`src/rtl/assert_macros.svh`:
```
// Assertion macros used by the RTL of the takeover angle blend block.
`ifndef ASSERT_MACROS_SVH
`define ASSERT_MACROS_SVH

// Same-cycle implication, disabled while reset is held.
`define ASSERT_IMPLIES(label, clk, rst_n, ante, cons, msg) \
    label: assert property (@(posedge clk) disable iff (!rst_n) (ante) |-> (cons)) \
        else $error(msg);

// Next-cycle implication, disabled while reset is held.
`define ASSERT_NEXT(label, clk, rst_n, ante, cons, msg) \
    label: assert property (@(posedge clk) disable iff (!rst_n) (ante) |=> (cons)) \
        else $error(msg);

`endif

```
`src/rtl/stab_pkg.sv`:
```
// Types, constants and the microprogram of the takeover angle blend block.
`default_nettype none

package stab_pkg;

    // Micro-operations issued to the datapath, one per step.
    typedef enum logic [3:0] {
        UOP_LOAD,   // take the input transfer, apply restart, remove offset
        UOP_PREP,   // wrapped difference, saturation test, counter advance
        UOP_DIV,    // two quotient bits of alpha
        UOP_SQR,    // alpha squared, shaping weight 3 - 2*alpha
        UOP_CUBE,   // alpha^2 times weight
        UOP_SRND,   // round shaped alpha
        UOP_STEP,   // shaped alpha times difference
        UOP_BLEND,  // round step and add to open-loop angle
        UOP_MAG,    // magnitude and sign for radians, error against reference
        UOP_RADM,   // magnitude times two pi
        UOP_RRND,   // round radians
        UOP_OUT,    // load the output register
        UOP_NOP
    } t_uop;

    typedef enum logic [2:0] {
        JMP_NEXT,
        JMP_GOTO,
        JMP_IF_SAT,
        JMP_LOOP,
        JMP_WAIT_IN,
        JMP_WAIT_OUT
    } t_jump;

    typedef logic [3:0] t_pc;
    typedef logic [2:0] t_iter;

    typedef struct packed {
        t_uop  uop;
        t_jump jump;
        t_pc   target;
    } t_uword;

    // Sequencer to datapath.
    typedef struct packed {
        t_uop uop;
    } t_ctrl;

    // Datapath to sequencer.
    typedef struct packed {
        logic in_valid;
        logic sat;
        logic out_busy;
    } t_cond;

    typedef enum logic [0:0] {
        REG_TAKEOVER_TICKS,
        REG_ANGLE_OFFSET
    } t_reg_idx;

    localparam t_pc   PC_START  = 4'd0;
    localparam t_pc   PC_DIV    = 4'd2;
    localparam t_pc   PC_SQR    = 4'd3;
    localparam int    DIV_ITERS = 8;
    localparam t_iter ITER_LAST = 3'(DIV_ITERS - 1);

    localparam logic [16:0] ONE_Q16    = 17'h10000;
    localparam logic [17:0] THREE_Q16  = 18'd196608;
    localparam logic [31:0] TWO_PI_Q29 = 32'd3373259426;

    function automatic t_uword stab_program(input t_pc pc);
        t_uword w;
        case (pc)
            4'd0:    w = '{UOP_LOAD,  JMP_WAIT_IN,  PC_START};
            4'd1:    w = '{UOP_PREP,  JMP_IF_SAT,   PC_SQR};
            4'd2:    w = '{UOP_DIV,   JMP_LOOP,     PC_DIV};
            4'd3:    w = '{UOP_SQR,   JMP_NEXT,     PC_START};
            4'd4:    w = '{UOP_CUBE,  JMP_NEXT,     PC_START};
            4'd5:    w = '{UOP_SRND,  JMP_NEXT,     PC_START};
            4'd6:    w = '{UOP_STEP,  JMP_NEXT,     PC_START};
            4'd7:    w = '{UOP_BLEND, JMP_NEXT,     PC_START};
            4'd8:    w = '{UOP_MAG,   JMP_NEXT,     PC_START};
            4'd9:    w = '{UOP_RADM,  JMP_NEXT,     PC_START};
            4'd10:   w = '{UOP_RRND,  JMP_NEXT,     PC_START};
            4'd11:   w = '{UOP_OUT,   JMP_WAIT_OUT, PC_START};
            default: w = '{UOP_NOP,   JMP_GOTO,     PC_START};
        endcase
        return w;
    endfunction

endpackage

`default_nettype wire

```
`src/rtl/stab_seq.sv`:
```
// Microprogram sequencer: step counter, loop counter and control word fetch.
`default_nettype none

module stab_seq (
    input  logic            i_clk,
    input  logic            i_rst_n,
    input  stab_pkg::t_cond i_cond,
    output stab_pkg::t_ctrl o_ctrl
);
    import stab_pkg::*;

    t_pc    r_pc;
    t_pc    n_pc;
    t_iter  r_iter;
    t_iter  n_iter;
    t_uword w_word;

    assign w_word     = stab_program(r_pc);
    assign o_ctrl.uop = w_word.uop;

    always_comb begin
        case (w_word.jump)
            JMP_NEXT:     n_pc = 4'(r_pc + 4'd1);
            JMP_GOTO:     n_pc = w_word.target;
            JMP_IF_SAT:   n_pc = i_cond.sat ? w_word.target : 4'(r_pc + 4'd1);
            JMP_LOOP:     n_pc = (r_iter != '0) ? w_word.target : 4'(r_pc + 4'd1);
            JMP_WAIT_IN:  n_pc = i_cond.in_valid ? 4'(r_pc + 4'd1) : r_pc;
            JMP_WAIT_OUT: n_pc = i_cond.out_busy ? r_pc : w_word.target;
            default:      n_pc = PC_START;
        endcase

        case (w_word.uop)
            UOP_PREP: n_iter = ITER_LAST;
            UOP_DIV:  n_iter = 3'(r_iter - 3'd1);
            default:  n_iter = r_iter;
        endcase
    end

    always_ff @(posedge i_clk) begin
        if (!i_rst_n) begin
            r_pc   <= PC_START;
            r_iter <= '0;
        end else begin
            r_pc   <= n_pc;
            r_iter <= n_iter;
        end
    end

endmodule

`default_nettype wire

```
`src/rtl/sensorless_takeover_angle_blend_core.sv`:
```
// A new input is taken only after the previous result has loaded the output register;
//   alpha is formed by an eight-step radix-4 division, skipped once the blend has
//   saturated, and a waiting result holds the output step.
// The next input transfer can be taken in the cycle after the result loads the output register.
// Reset (synchronous, active low) clears both registers, the progress counter,
//   the sequencer and the output valid.
`default_nettype none
`include "assert_macros.svh"

module sensorless_takeover_angle_blend_core #(
    parameter int ANGLE_BITS = 16,
    parameter int COUNT_BITS = 16,
    localparam int CFG_W = (ANGLE_BITS > 16) ? ANGLE_BITS : 16,
    localparam int IN_W  = ((3 * ANGLE_BITS + 7) / 8) * 8,
    localparam int OUT_W = ((2 * ANGLE_BITS + 16 + 7) / 8) * 8
) (
    input  logic                 i_clk,
    input  logic                 i_rst_n,
    // configuration write port
    input  logic                 i_cfg_we,
    input  stab_pkg::t_reg_idx   i_cfg_idx,
    input  logic [CFG_W-1:0]     i_cfg_data,
    // input stream
    input  logic                 s_axis_tvalid,
    output logic                 s_axis_tready,
    // open_loop_angle, raw_estimator_angle, reference_angle (lowest bits first)
    input  logic [IN_W-1:0]      s_axis_tdata,
    // restart
    input  logic                 s_axis_tuser,
    // result stream
    output logic                 m_axis_tvalid,
    input  logic                 m_axis_tready,
    // blended_angle, blended_angle_rad, angle_error (lowest bits first)
    output logic [OUT_W-1:0]     m_axis_tdata,
    // blend_done
    output logic                 m_axis_tuser
);
    import stab_pkg::*;

    localparam int AB    = ANGLE_BITS;
    localparam int CW    = COUNT_BITS;
    localparam int CMP_W = (CW > 16) ? CW : 16;
    localparam int MA_W  = 34;
    localparam int MB_W  = 33;
    localparam int PW    = MA_W + MB_W;
    localparam logic [AB-1:0] HALF = {1'b1, {(AB-1){1'b0}}};

    // ---------------------------------------------------------------
    // Sequencer: the control program walks LOAD, PREP, the division loop
    // (skipped once alpha has saturated), then a fixed chain of multiply and
    // rounding steps, and parks on OUT while the output register is still occupied.
    // ---------------------------------------------------------------
    t_ctrl w_ctrl;
    t_cond w_cond;
    logic  w_in_accept;
    logic  w_sat;

    // control state
    logic [15:0]   r_ticks;
    logic [AB-1:0] r_offset;
    logic [CW-1:0] r_cnt;
    logic          r_mvalid;

    // datapath
    logic [AB-1:0]          r_ol;
    logic [AB-1:0]          r_est;
    logic [AB-1:0]          r_ref;
    logic signed [AB-1:0]   r_d;
    logic                   r_done;
    logic [15:0]            r_rem;
    logic [16:0]            r_quo;
    logic [17:0]            r_w;
    logic [16:0]            r_s;
    logic signed [PW-1:0]   r_prod;
    logic [AB-1:0]          r_blend;
    logic [AB-1:0]          r_mag;
    logic                   r_neg;
    logic [AB-1:0]          r_err;
    logic [15:0]            r_rad;

    // output register
    logic [AB-1:0] r_o_blend;
    logic [15:0]   r_o_rad;
    logic [AB-1:0] r_o_err;
    logic          r_o_done;

    logic [CMP_W-1:0] w_cnt_ext;
    logic [CMP_W-1:0] w_ticks_ext;
    logic             w_out_busy;

    // hold tready low while reset is held so no transfer is taken then
    assign s_axis_tready = i_rst_n && (w_ctrl.uop == UOP_LOAD);
    assign w_in_accept   = s_axis_tvalid && s_axis_tready;
    assign w_out_busy    = r_mvalid && !m_axis_tready;

    // Alpha saturates at one when the counter has reached the blend length;
    // a zero blend length falls out of the same compare.
    assign w_cnt_ext   = CMP_W'(r_cnt);
    assign w_ticks_ext = CMP_W'(r_ticks);
    assign w_sat       = (w_cnt_ext >= w_ticks_ext);

    assign w_cond.in_valid = s_axis_tvalid;
    assign w_cond.sat      = w_sat;
    assign w_cond.out_busy = w_out_busy;

    stab_seq u_seq (
        .i_clk   (i_clk),
        .i_rst_n (i_rst_n),
        .i_cond  (w_cond),
        .o_ctrl  (w_ctrl)
    );

    // ---------------------------------------------------------------
    // Radix-4 restoring division: two quotient bits of
    // (count << 16) / ticks per step. Remainder stays below ticks.
    // ---------------------------------------------------------------
    logic [16:0] w_r2;
    logic [16:0] w_r2s;
    logic [16:0] w_r3;
    logic [16:0] w_r3s;
    logic        w_q1;
    logic        w_q0;
    logic [15:0] n_rem;
    logic [16:0] n_quo;

    always_comb begin
        w_r2  = {r_rem, 1'b0};
        w_q1  = (w_r2 >= {1'b0, r_ticks});
        w_r2s = w_q1 ? 17'(w_r2 - {1'b0, r_ticks}) : w_r2;
        w_r3  = {w_r2s[15:0], 1'b0};
        w_q0  = (w_r3 >= {1'b0, r_ticks});
        w_r3s = w_q0 ? 17'(w_r3 - {1'b0, r_ticks}) : w_r3;
        n_rem = w_r3s[15:0];
        n_quo = {r_quo[14:0], w_q1, w_q0};
    end

    // ---------------------------------------------------------------
    // Shared signed multiplier, operands picked by the micro-op.
    // ---------------------------------------------------------------
    logic signed [MA_W-1:0] w_mul_a;
    logic signed [MB_W-1:0] w_mul_b;
    logic                   w_mul_en;

    always_comb begin
        w_mul_en = 1'b1;
        case (w_ctrl.uop)
            UOP_SQR: begin
                w_mul_a = MA_W'(r_quo);
                w_mul_b = MB_W'(r_quo);
            end
            UOP_CUBE: begin
                w_mul_a = MA_W'(r_prod[32:0]);
                w_mul_b = MB_W'(r_w);
            end
            UOP_STEP: begin
                w_mul_a = MA_W'(r_d);
                w_mul_b = MB_W'(r_s);
            end
            UOP_RADM: begin
                w_mul_a = MA_W'(r_mag);
                w_mul_b = MB_W'(TWO_PI_Q29);
            end
            default: begin
                w_mul_a  = '0;
                w_mul_b  = '0;
                w_mul_en = 1'b0;
            end
        endcase
    end

    // rounding adders
    logic [49:0]    w_s_rnd;
    logic [AB+15:0] w_blend_sum;
    logic [AB+31:0] w_rad_rnd;

    assign w_s_rnd     = r_prod[49:0] + 50'h80000000;
    assign w_blend_sum = r_prod[AB+15:0] + {r_ol, 16'h8000};
    assign w_rad_rnd   = r_prod[AB+31:0] + ((AB+32)'(1) << (AB + 15));

    // ---------------------------------------------------------------
    // Control state: registers, progress counter, output valid.
    // ---------------------------------------------------------------
    always_ff @(posedge i_clk) begin
        if (!i_rst_n) begin
            r_ticks  <= '0;
            r_offset <= '0;
            r_cnt    <= '0;
            r_mvalid <= 1'b0;
        end else begin
            if (i_cfg_we) begin
                case (i_cfg_idx)
                    REG_TAKEOVER_TICKS: r_ticks  <= i_cfg_data[15:0];
                    REG_ANGLE_OFFSET:   r_offset <= i_cfg_data[AB-1:0];
                    default: ;
                endcase
            end

            // restart clears the counter before this tick's blend
            if (w_in_accept && s_axis_tuser) begin
                r_cnt <= '0;
            end else if (w_ctrl.uop == UOP_PREP && !w_sat && r_cnt != '1) begin
                r_cnt <= CW'(r_cnt + 1'b1);
            end

            if (w_ctrl.uop == UOP_OUT && !w_out_busy) begin
                r_mvalid <= 1'b1;
            end else if (m_axis_tready) begin
                r_mvalid <= 1'b0;
            end
        end
    end

    // ---------------------------------------------------------------
    // Datapath payload.
    // ---------------------------------------------------------------
    always_ff @(posedge i_clk) begin
        if (w_mul_en) begin
            r_prod <= w_mul_a * w_mul_b;
        end

        case (w_ctrl.uop)
            UOP_LOAD: begin
                if (w_in_accept) begin
                    r_ol  <= s_axis_tdata[AB-1:0];
                    r_est <= AB'(s_axis_tdata[2*AB-1:AB] - r_offset);
                    r_ref <= s_axis_tdata[3*AB-1:2*AB];
                end
            end
            UOP_PREP: begin
                // wraps to the half turn as two's complement
                r_d    <= AB'(r_est - r_ol);
                r_done <= w_sat;
                r_rem  <= w_cnt_ext[15:0];
                r_quo  <= w_sat ? ONE_Q16 : 17'd0;
            end
            UOP_DIV: begin
                r_rem <= n_rem;
                r_quo <= n_quo;
            end
            UOP_SQR: begin
                r_w <= 18'(THREE_Q16 - {r_quo, 1'b0});
            end
            UOP_SRND: begin
                r_s <= w_s_rnd[48:32];
            end
            UOP_BLEND: begin
                r_blend <= w_blend_sum[AB+15:16];
            end
            UOP_MAG: begin
                // above half a turn counts as negative
                r_neg <= (r_blend > HALF);
                r_mag <= (r_blend > HALF) ? AB'(0 - r_blend) : r_blend;
                r_err <= AB'(r_blend - r_ref);
            end
            UOP_RRND: begin
                r_rad <= w_rad_rnd[AB+31:AB+16];
            end
            UOP_OUT: begin
                if (!w_out_busy) begin
                    r_o_blend <= r_blend;
                    r_o_rad   <= r_neg ? 16'(16'd0 - r_rad) : r_rad;
                    r_o_err   <= r_err;
                    r_o_done  <= r_done;
                end
            end
            default: ;
        endcase
    end

    assign m_axis_tvalid = r_mvalid;
    assign m_axis_tdata  = OUT_W'({r_o_err, r_o_rad, r_o_blend});
    assign m_axis_tuser  = r_o_done;

    // ---------------------------------------------------------------
    // Assertions
    // ---------------------------------------------------------------
    `ASSERT_NEXT(a_accept_starts_prep, i_clk, i_rst_n,
        w_in_accept, w_ctrl.uop == UOP_PREP,
        "accepted item did not start preparation")
    `ASSERT_IMPLIES(a_valid_from_out, i_clk, i_rst_n,
        $rose(m_axis_tvalid), $past(w_ctrl.uop == UOP_OUT),
        "result valid rose outside the output step")
    `ASSERT_IMPLIES(a_cnt_changes_in_place, i_clk, i_rst_n,
        r_cnt != $past(r_cnt),
        $past(w_ctrl.uop == UOP_LOAD) || $past(w_ctrl.uop == UOP_PREP),
        "progress counter moved outside load or prep")
    `ASSERT_IMPLIES(a_cnt_steps_by_one, i_clk, i_rst_n,
        $past(w_ctrl.uop == UOP_PREP) && r_cnt != $past(r_cnt),
        r_cnt == CW'($past(r_cnt) + 1'b1),
        "progress counter jumped by more than one")

endmodule

`default_nettype wire

```
`config.mk`:
```
export PLATFORM = sky130hd
export DESIGN_NAME = sensorless_takeover_angle_blend_core
export DESIGN_NICKNAME = d
export VERILOG_FILES = /design/src/rtl/stab_pkg.sv /design/src/rtl/stab_seq.sv /design/src/rtl/sensorless_takeover_angle_blend_core.sv
export VERILOG_INCLUDE_DIRS = /design/src /design/src/rtl
export SDC_FILE = /design/constraint.sdc
export NUM_CORES = 2
export LEC_CHECK = 0
export BUFFER_PORTS_ARGS = -buffer_cell sky130_fd_sc_hd__buf_2
export CAP_MARGIN = 10
export CELL_PAD_IN_SITES_DETAIL_PLACEMENT = 2
export CELL_PAD_IN_SITES_GLOBAL_PLACEMENT = 2
export CORE_ASPECT_RATIO = 0.75
export CORE_UTILIZATION = 42
export DETAILED_ROUTE_END_ITERATION = 8
export PLACE_DENSITY = 0.83
export SLEW_MARGIN = 20
export SYNTH_ARGS = -nofsm -noshare
export SYNTH_HDL_FRONTEND = slang
export SYNTH_SLANG_ARGS = --single-unit
```
`constraint.sdc`:
```
create_clock -name i_clk -period 9.55 [get_ports i_clk]
set_input_delay 2.865 -clock i_clk [delete_from_list [all_inputs] [get_ports i_clk]]
set_output_delay 2.865 -clock i_clk [all_outputs]
set_load 0.005 [all_outputs]
```
### Word level (Yosys, flattened, before mapping)

Memory sizes are Yosys's and may differ from the RTL's. A register that Yosys moved wholly into a read port is not among the register bits.
Cells that the tools add are included.

| word-level totals | value |
|---|---|
| output and inout bits | 51 |
| memory bits (read-only) | 144 |
| word-level logic and storage cells | 109 |
| memories kept | 1 |
| flip-flop bits (word level) | 352 |

Memories:

| memory | depth | bits a word | rd ports | clocked after Yosys merged registers in | write ports | line | RTL |
|---|---|---|---|---|---|---|---|
| (no name shown) | 16 | 9 | 1 | 1 | 0 | stab_pkg.sv:70 | `case (pc)` |

| cells by class | value |
|---|---|
| reduce and logical (&&, ||, !) cells | 22 |
| equal/unequal tests | 19 |
| mux-type cells | 20 |
| bitwise operators | 3 |
| multipliers | 1 |
| $lt $le $gt $ge | 4 |
| $add $sub $neg | 14 |

Operator list:

| operator | count |
|---|---|
| $pmux 34 s4 | 1 |
| $pmux 32 s4 | 1 |
| $sub 16x16->16 | 5 |
| $mux 16 | 4 |
| $add 49x32->49 const B | 1 |
| $mul 34x33->49 | 1 |
| $add 48x32->48 const B | 1 |
| $ge 17x16->1 | 2 |
| $pmux 17 s2 | 1 |
| $add 32x32->32 | 1 |
| $pmux 16 s2 | 1 |
| $sub 1x16->16 const A | 2 |
| $mux 4 | 6 |
| $pmux 4 s6 | 1 |
| $sub 18x18->18 const A | 1 |
| $mux 17 | 1 |
| $add 16x1->16 const B | 1 |
| $eq 4x3->1 const B | 4 |
| $eq 4x4->1 const B | 4 |
| $ge 16x16->1 | 1 |
| $gt 16x16->1 const B | 1 |
| $ne 16x16->1 const B | 1 |
| $reduce_and 2->1 | 5 |
| $eq 4x2->1 const B | 2 |
| other kinds (18) | 34 |

### Logic depth before layout (Yosys ltp)

| depth | value |
|---|---|
| word-level depth | 6 |
| mapped depth | 35 |

### Modules after synthesis

A second synthesis with hierarchy kept.

| second synthesis, totals | value |
|---|---|
| cell total of the unflattened synthesis | 4487 |
| area total of the unflattened synthesis | 42956.2 um^2 |

Modules (own cells, without submodules):

| module | seq. area each (um^2) | times used | cells each | area an instance (um^2) |
|---|---|---|---|---|
| sensorless_takeover_angle_blend_core | 9839.4 | 1 | 4385 | 42084.1 |
| stab_seq | 300.3 | 1 | 102 | 872.1 |

### Least setup slack after synthesis

Ideal clock, no wire load.

| timing | value |
|---|---|
| path kind | reg-to-reg |
| from | register, netlist name u_seq.w_word[10] |
| to | register r_prod[34] (data pin) |
| path buffers | 3 |
| setup slack | 0.974 ns |
| data required time | 9.290 ns |
| cell stages (with the launch flop) | 34 |
| data arrival time | 8.316 ns |
| path through | dfxtp_1 -> nand2b_1 -> nor3_2 -> buf_2 -> buf_2 -> a21oi_1 -> nor2_1 -> clkbuf_1 -> inv_1 -> fa_1 -> inv_1 -> fa_1 -> fa_1 -> inv_1 -> fa_1 -> inv_1 -> fa_1 -> inv_1 -> fa_1 -> inv_1 -> fa_1 -> inv_1 -> fa_1 -> inv_1 -> ha_1 -> and3_1 -> a221oi_1 -> o21ai_0 -> a21o_1 -> o41ai_2 -> o22a_1 -> a21boi_1 -> a221oi_2 -> xnor2_1 |

| between the ends | value |
|---|---|
| word-level cells in the longest chain between the ends | 3 |
| elaborated cells on any way between the ends | 7 |
| classes of those cells | 1 x mul; 4 x eq/ne; 2 x mux |

RTL lines:

| what | line | RTL |
|---|---|---|
| $eq 4x4->1, or another cell as far along | sensorless_takeover_angle_blend_core.sv:146 | `case (w_ctrl.uop)` |
| $pmux 34 s4 or $pmux 32 s4 (tied branches) | sensorless_takeover_angle_blend_core.sv:146 |  |
| $mul 34x33->49 * | sensorless_takeover_angle_blend_core.sv:218 | `r_prod <= w_mul_a * w_mul_b;` |
| to (signal assigned) | sensorless_takeover_angle_blend_core.sv:218 |  |
| to (decl) | sensorless_takeover_angle_blend_core.sv:74 | `logic signed [PW-1:0] r_prod;` |

Mark *: on every way between the ends. The rest lies on a longest branch, timed or not.
A chain may end at the register's enable or synchronous reset.

### Final worst setup path

| timing | value |
|---|---|
| from | register, netlist name u_seq.w_word[7] |
| to | register r_prod[34] (data pin) |

| between the ends | value |
|---|---|
| word-level cells in the longest chain between the ends | 3 |
| elaborated cells on any way between the ends | 7 |
| classes of those cells | 1 x mul; 4 x eq/ne; 2 x mux |

RTL lines:

| what | line |
|---|---|
| $eq 4x4->1, or another cell as far along | sensorless_takeover_angle_blend_core.sv:146 |
| $pmux 34 s4 or $pmux 32 s4 (tied branches) | sensorless_takeover_angle_blend_core.sv:146 |
| $mul 34x33->49 * | sensorless_takeover_angle_blend_core.sv:218 |

Marks and branches as above.

==> reports/results.ini <==
[synth]
yosysWarnings=0
async_reset_ff_share_pct=0
netlist_instances=4530
ys_seq_area_share_pct=23.52
synth_edf_count=295
syn_avg_cell_area_um2=9.518
ys.flop_type=edfxtp_1
synth_area_um2=43120
yosysUniqueCellTypes=100
synth-seq-cells=359

[clocking]
cts_buffers=37
clockBufferDepth=3
cts_max_level=2
cts_tree=yes
clkTransAtPathRegs_ns=0.08
cts_root_buf=clkbuf_16
clk_latency_ns=0.59
postCtsHoldBufs=0
cts_sinks=359

[cells_and_area]
area_growth_syn_to_layout_pct=9.922
seqCellArea_um2=10140
fin_nets=5760
multiInputGateArea_um2=29090
instances_no_fill=6080
drive_gt1_share_pct=9.012
fill_cells=10760
stdcell_area_um2=47390
final_core_util_pct=46.70

[routing]
wire_per_inst_um=32.11
drc=0
drtAntennaViolNets=0
via_per_inst=5.905
routed_wirelength_mm=195.2
dr.pass1.iters=8
drt_iter0_markers=3467
via_count=35900

[timing]
fin_crit_sh_pct=101.1
post-route-min-period_ns=9.652
clock_skew_ns=0.05055
setup_viol=5
fin_ws_ns=-0.1020
relSlewSlack_pct=34.17
tightest_slew_ns=0.9738
slew_violations=0
fmax_mhz=103.6
hold_viol_final=0

[place]
dpl.hpwl_mm=153.2
place_inst=5994
place.gp.congestion=0.9585
place_area_um2=45900
post-place-ws_ns=-0.1218
portBuffers=121

[outcome]
status=finished, violations left
violations=negative setup slack

[run]
maxCapViolCount=0

[setup_path]
cp-startpoint=u_seq.w_word[7]$_DFF_P_
critPathArrivalTime_ns=9.95
reg2reg_slack_ns=-0.10
cp_max_fo=37
crit_slowest_cell=fa_1
rr_endpoint=r_prod[34]$_DFFE_PN_
max_stage_delay_ns=0.57
criticalPathCategory=flop to flop
endpoint=r_prod[34]$_DFFE_PN_
end_kind=flop
critical_path_required_ns=9.85
cp_common_cell=fa_1
worst_r2r_path_depth=29
reg2reg_from=u_seq.w_word[7]$_DFF_P_
critPathLaunchType=flop

[power_and_ir_drop]
powerDensity_nw_per_um2=158.5
p_leak_uw=0.02192
peakVddDrop_mv=0.2766

[floorplanning]
die-area_um2=104000
die_h_um=279.5
rows=101
io-pin-count=122
core_um2=101500
start_util_pct=42.49
fp.dieW_um=372.0

[global_route]
grt_use_total_pct=37.07
grt_max_degree=50
grt-ovfl-total=0
antenna_found_initial=8
grt_pass1_vias=41090
grt_pass1_wl_mm=281.4

[min_path]
hp-class=flop to flop

## per-stage QoR
stage,hold WS [ns],setup TNS (ns),power [uW]
final,0.4282,-0.2328,7511
after detailed placement,0.4136,-0.3707,5743
after global placement,0.4029,0,5496
after CTS,0.4304,0,7353
after floorplan,0.4003,0,4482
after global routing,0.4382,-1.681,7804
## power breakdown
group	switching (uW)	internal, uW
logic	2380	1270
registers	257	2030
clock network	753	820
total	3390	4120
## final cells by class
| class | count | area share (%) |
|---|---|---|
| antenna | 3 | 0.01584 |
| timing repair buffer | 251 | 3.612 |
| tap | 1339 | 3.535 |
| clock buffer | 52 | 2.183 |
| inverter | 957 | 7.580 |
| multi-input combinational | 3104 | 61.38 |
| clock inverter | 15 | 0.2904 |
| sequential | 359 | 21.40 |
## cell usage in the layout (no fill, tap or decap), types with 12 or more instances in the layout
cell and n:
buf_4 116, o31ai_1 15, nor2_1 529, conb_1 40
o21bai_1 12, nor2b_1 20, nor3_1 49, clkbuf_16 39
o21ai_0 66, mux2_2 13, nand4_1 41, nand2b_1 38
and3_1 31, nand2_1 486, and2_1 23, ha_1 292
a211oi_1 15, or2_2 15, fa_1 687, clkbuf_1 12
xnor2_1 157, xor2_1 55, o211ai_1 22, or3_1 18
dfxtp_1 62, o21ai_1 12, a21o_1 41, buf_2 121
edfxtp_1 295, nor4_1 12, nand3_1 68, a21oi_1 134
inv_1 956
## registers in the layout, indices dropped and copies added (netlist names), 8 cells and up
name / cells
r_w: 17
r_ref: 16
r_cnt: 16
r_err: 16
r_quo: 17
r_ol: 16
u_seq.w_word: 8
r_prod: 49
r_o_blend: 16
r_s: 17
r_offset: 16
r_blend: 16
r_o_err: 16
r_rem: 16
r_est: 16
r_ticks: 16
r_d: 16
r_mag: 16
r_rad: 16
r_o_rad: 16
## worst min-delay path by stage
stage                                  end                start  slack, ns  cells past startpoint
floorplan           m_axis_tuser$_DFFE_PP_     r_done$_DFFE_PN_       0.40                      0
global placement     r_o_err[11]$_DFFE_PP_  r_err[11]$_DFFE_PN_       0.40                      0
detailed placement    r_o_err[6]$_DFFE_PP_   r_err[6]$_DFFE_PN_       0.41                      0
CTS                   r_o_err[3]$_DFFE_PP_   r_err[3]$_DFFE_PN_       0.43                      0
global route          r_o_err[3]$_DFFE_PP_   r_err[3]$_DFFE_PN_       0.44                      0
finish                r_o_err[3]$_DFFE_PP_   r_err[3]$_DFFE_PN_       0.43                      0
## what timing repair did
action / in CTS / in global routing
pin swaps: 2 / 3
gates resized for setup: 17 / 38
cloned: 0 / 0
setup buffers: 5 / 11
endpoints found under the setup margin: 15 / 18
## cells in the mapped netlist (12+ instances only)
cell / instances / area share [%]
inv_1: 956 / 8.3
fa_1: 687 / 32
nor2_1: 530 / 4.6
nand2_1: 491 / 4.3
edfxtp_1: 295 / 21
ha_1: 292 / 8.5
xnor2_1: 157 / 3.2
a21oi_1: 141 / 1.6
clkbuf_1: 123 / 1.1
o21ai_0: 70 / 0.81
nand3_1: 69 / 0.80
dfxtp_1: 64 / 3.0
xor2_1: 55 / 1.1
nor3_1: 53 / 0.62
a21o_1: 41 / 0.71
nand2b_1: 41 / 0.59
nand4_1: 41 / 0.59
and3_1: 38 / 0.55
and2_1: 25 / 0.36
o211ai_1: 22 / 0.38
nor2b_1: 21 / 0.30
and4_1: 18 / 0.37
or3_1: 18 / 0.26
a211oi_1: 15 / 0.26
buf_2: 15 / 0.17
o31ai_1: 15 / 0.26
or2_2: 15 / 0.22
mux2_2: 13 / 0.34
nor4_1: 12 / 0.17
o21bai_1: 12 / 0.21
## kinds of logic (layout without fill, tap and decap cells)
kind of cell	Yosys count	in the layout	synth area share, %
adders and majority gates	979	979	40.37
muxes	16	16	0.4092
other	2	43	0.01742
and+or+nand+nor	1400	1400	14.30
buffers and inverters	1105	1275	9.742
DFF	359	359	23.52
xor gates and xnor gates	212	212	4.307
AOI/OAI and AO/OA	457	457	7.336
## routing by layer
metal | part of all wire (%) | vias to the layer above | GRT usage (%)
met5 | 0.025 | - | 0
met4 | 5.6 | 8 | 16.36
met3 | 8.9 | 591 | 7.849
met2 | 46 | 1855 | 59.49
met1 | 39 | 18920 | 48.23
li1 | - | 14530 | -
## worst max-delay path: cells and delay by family, from the launching register on
family          cells  cell delay, ns
fa+ha+maj           9            4.23
simple gates        7            2.18
compound gates      5            1.37
buf+inv             7            0.96
flops               1            0.46
xor+xnor            1            0.16
(Power assumes the default switching activity.)
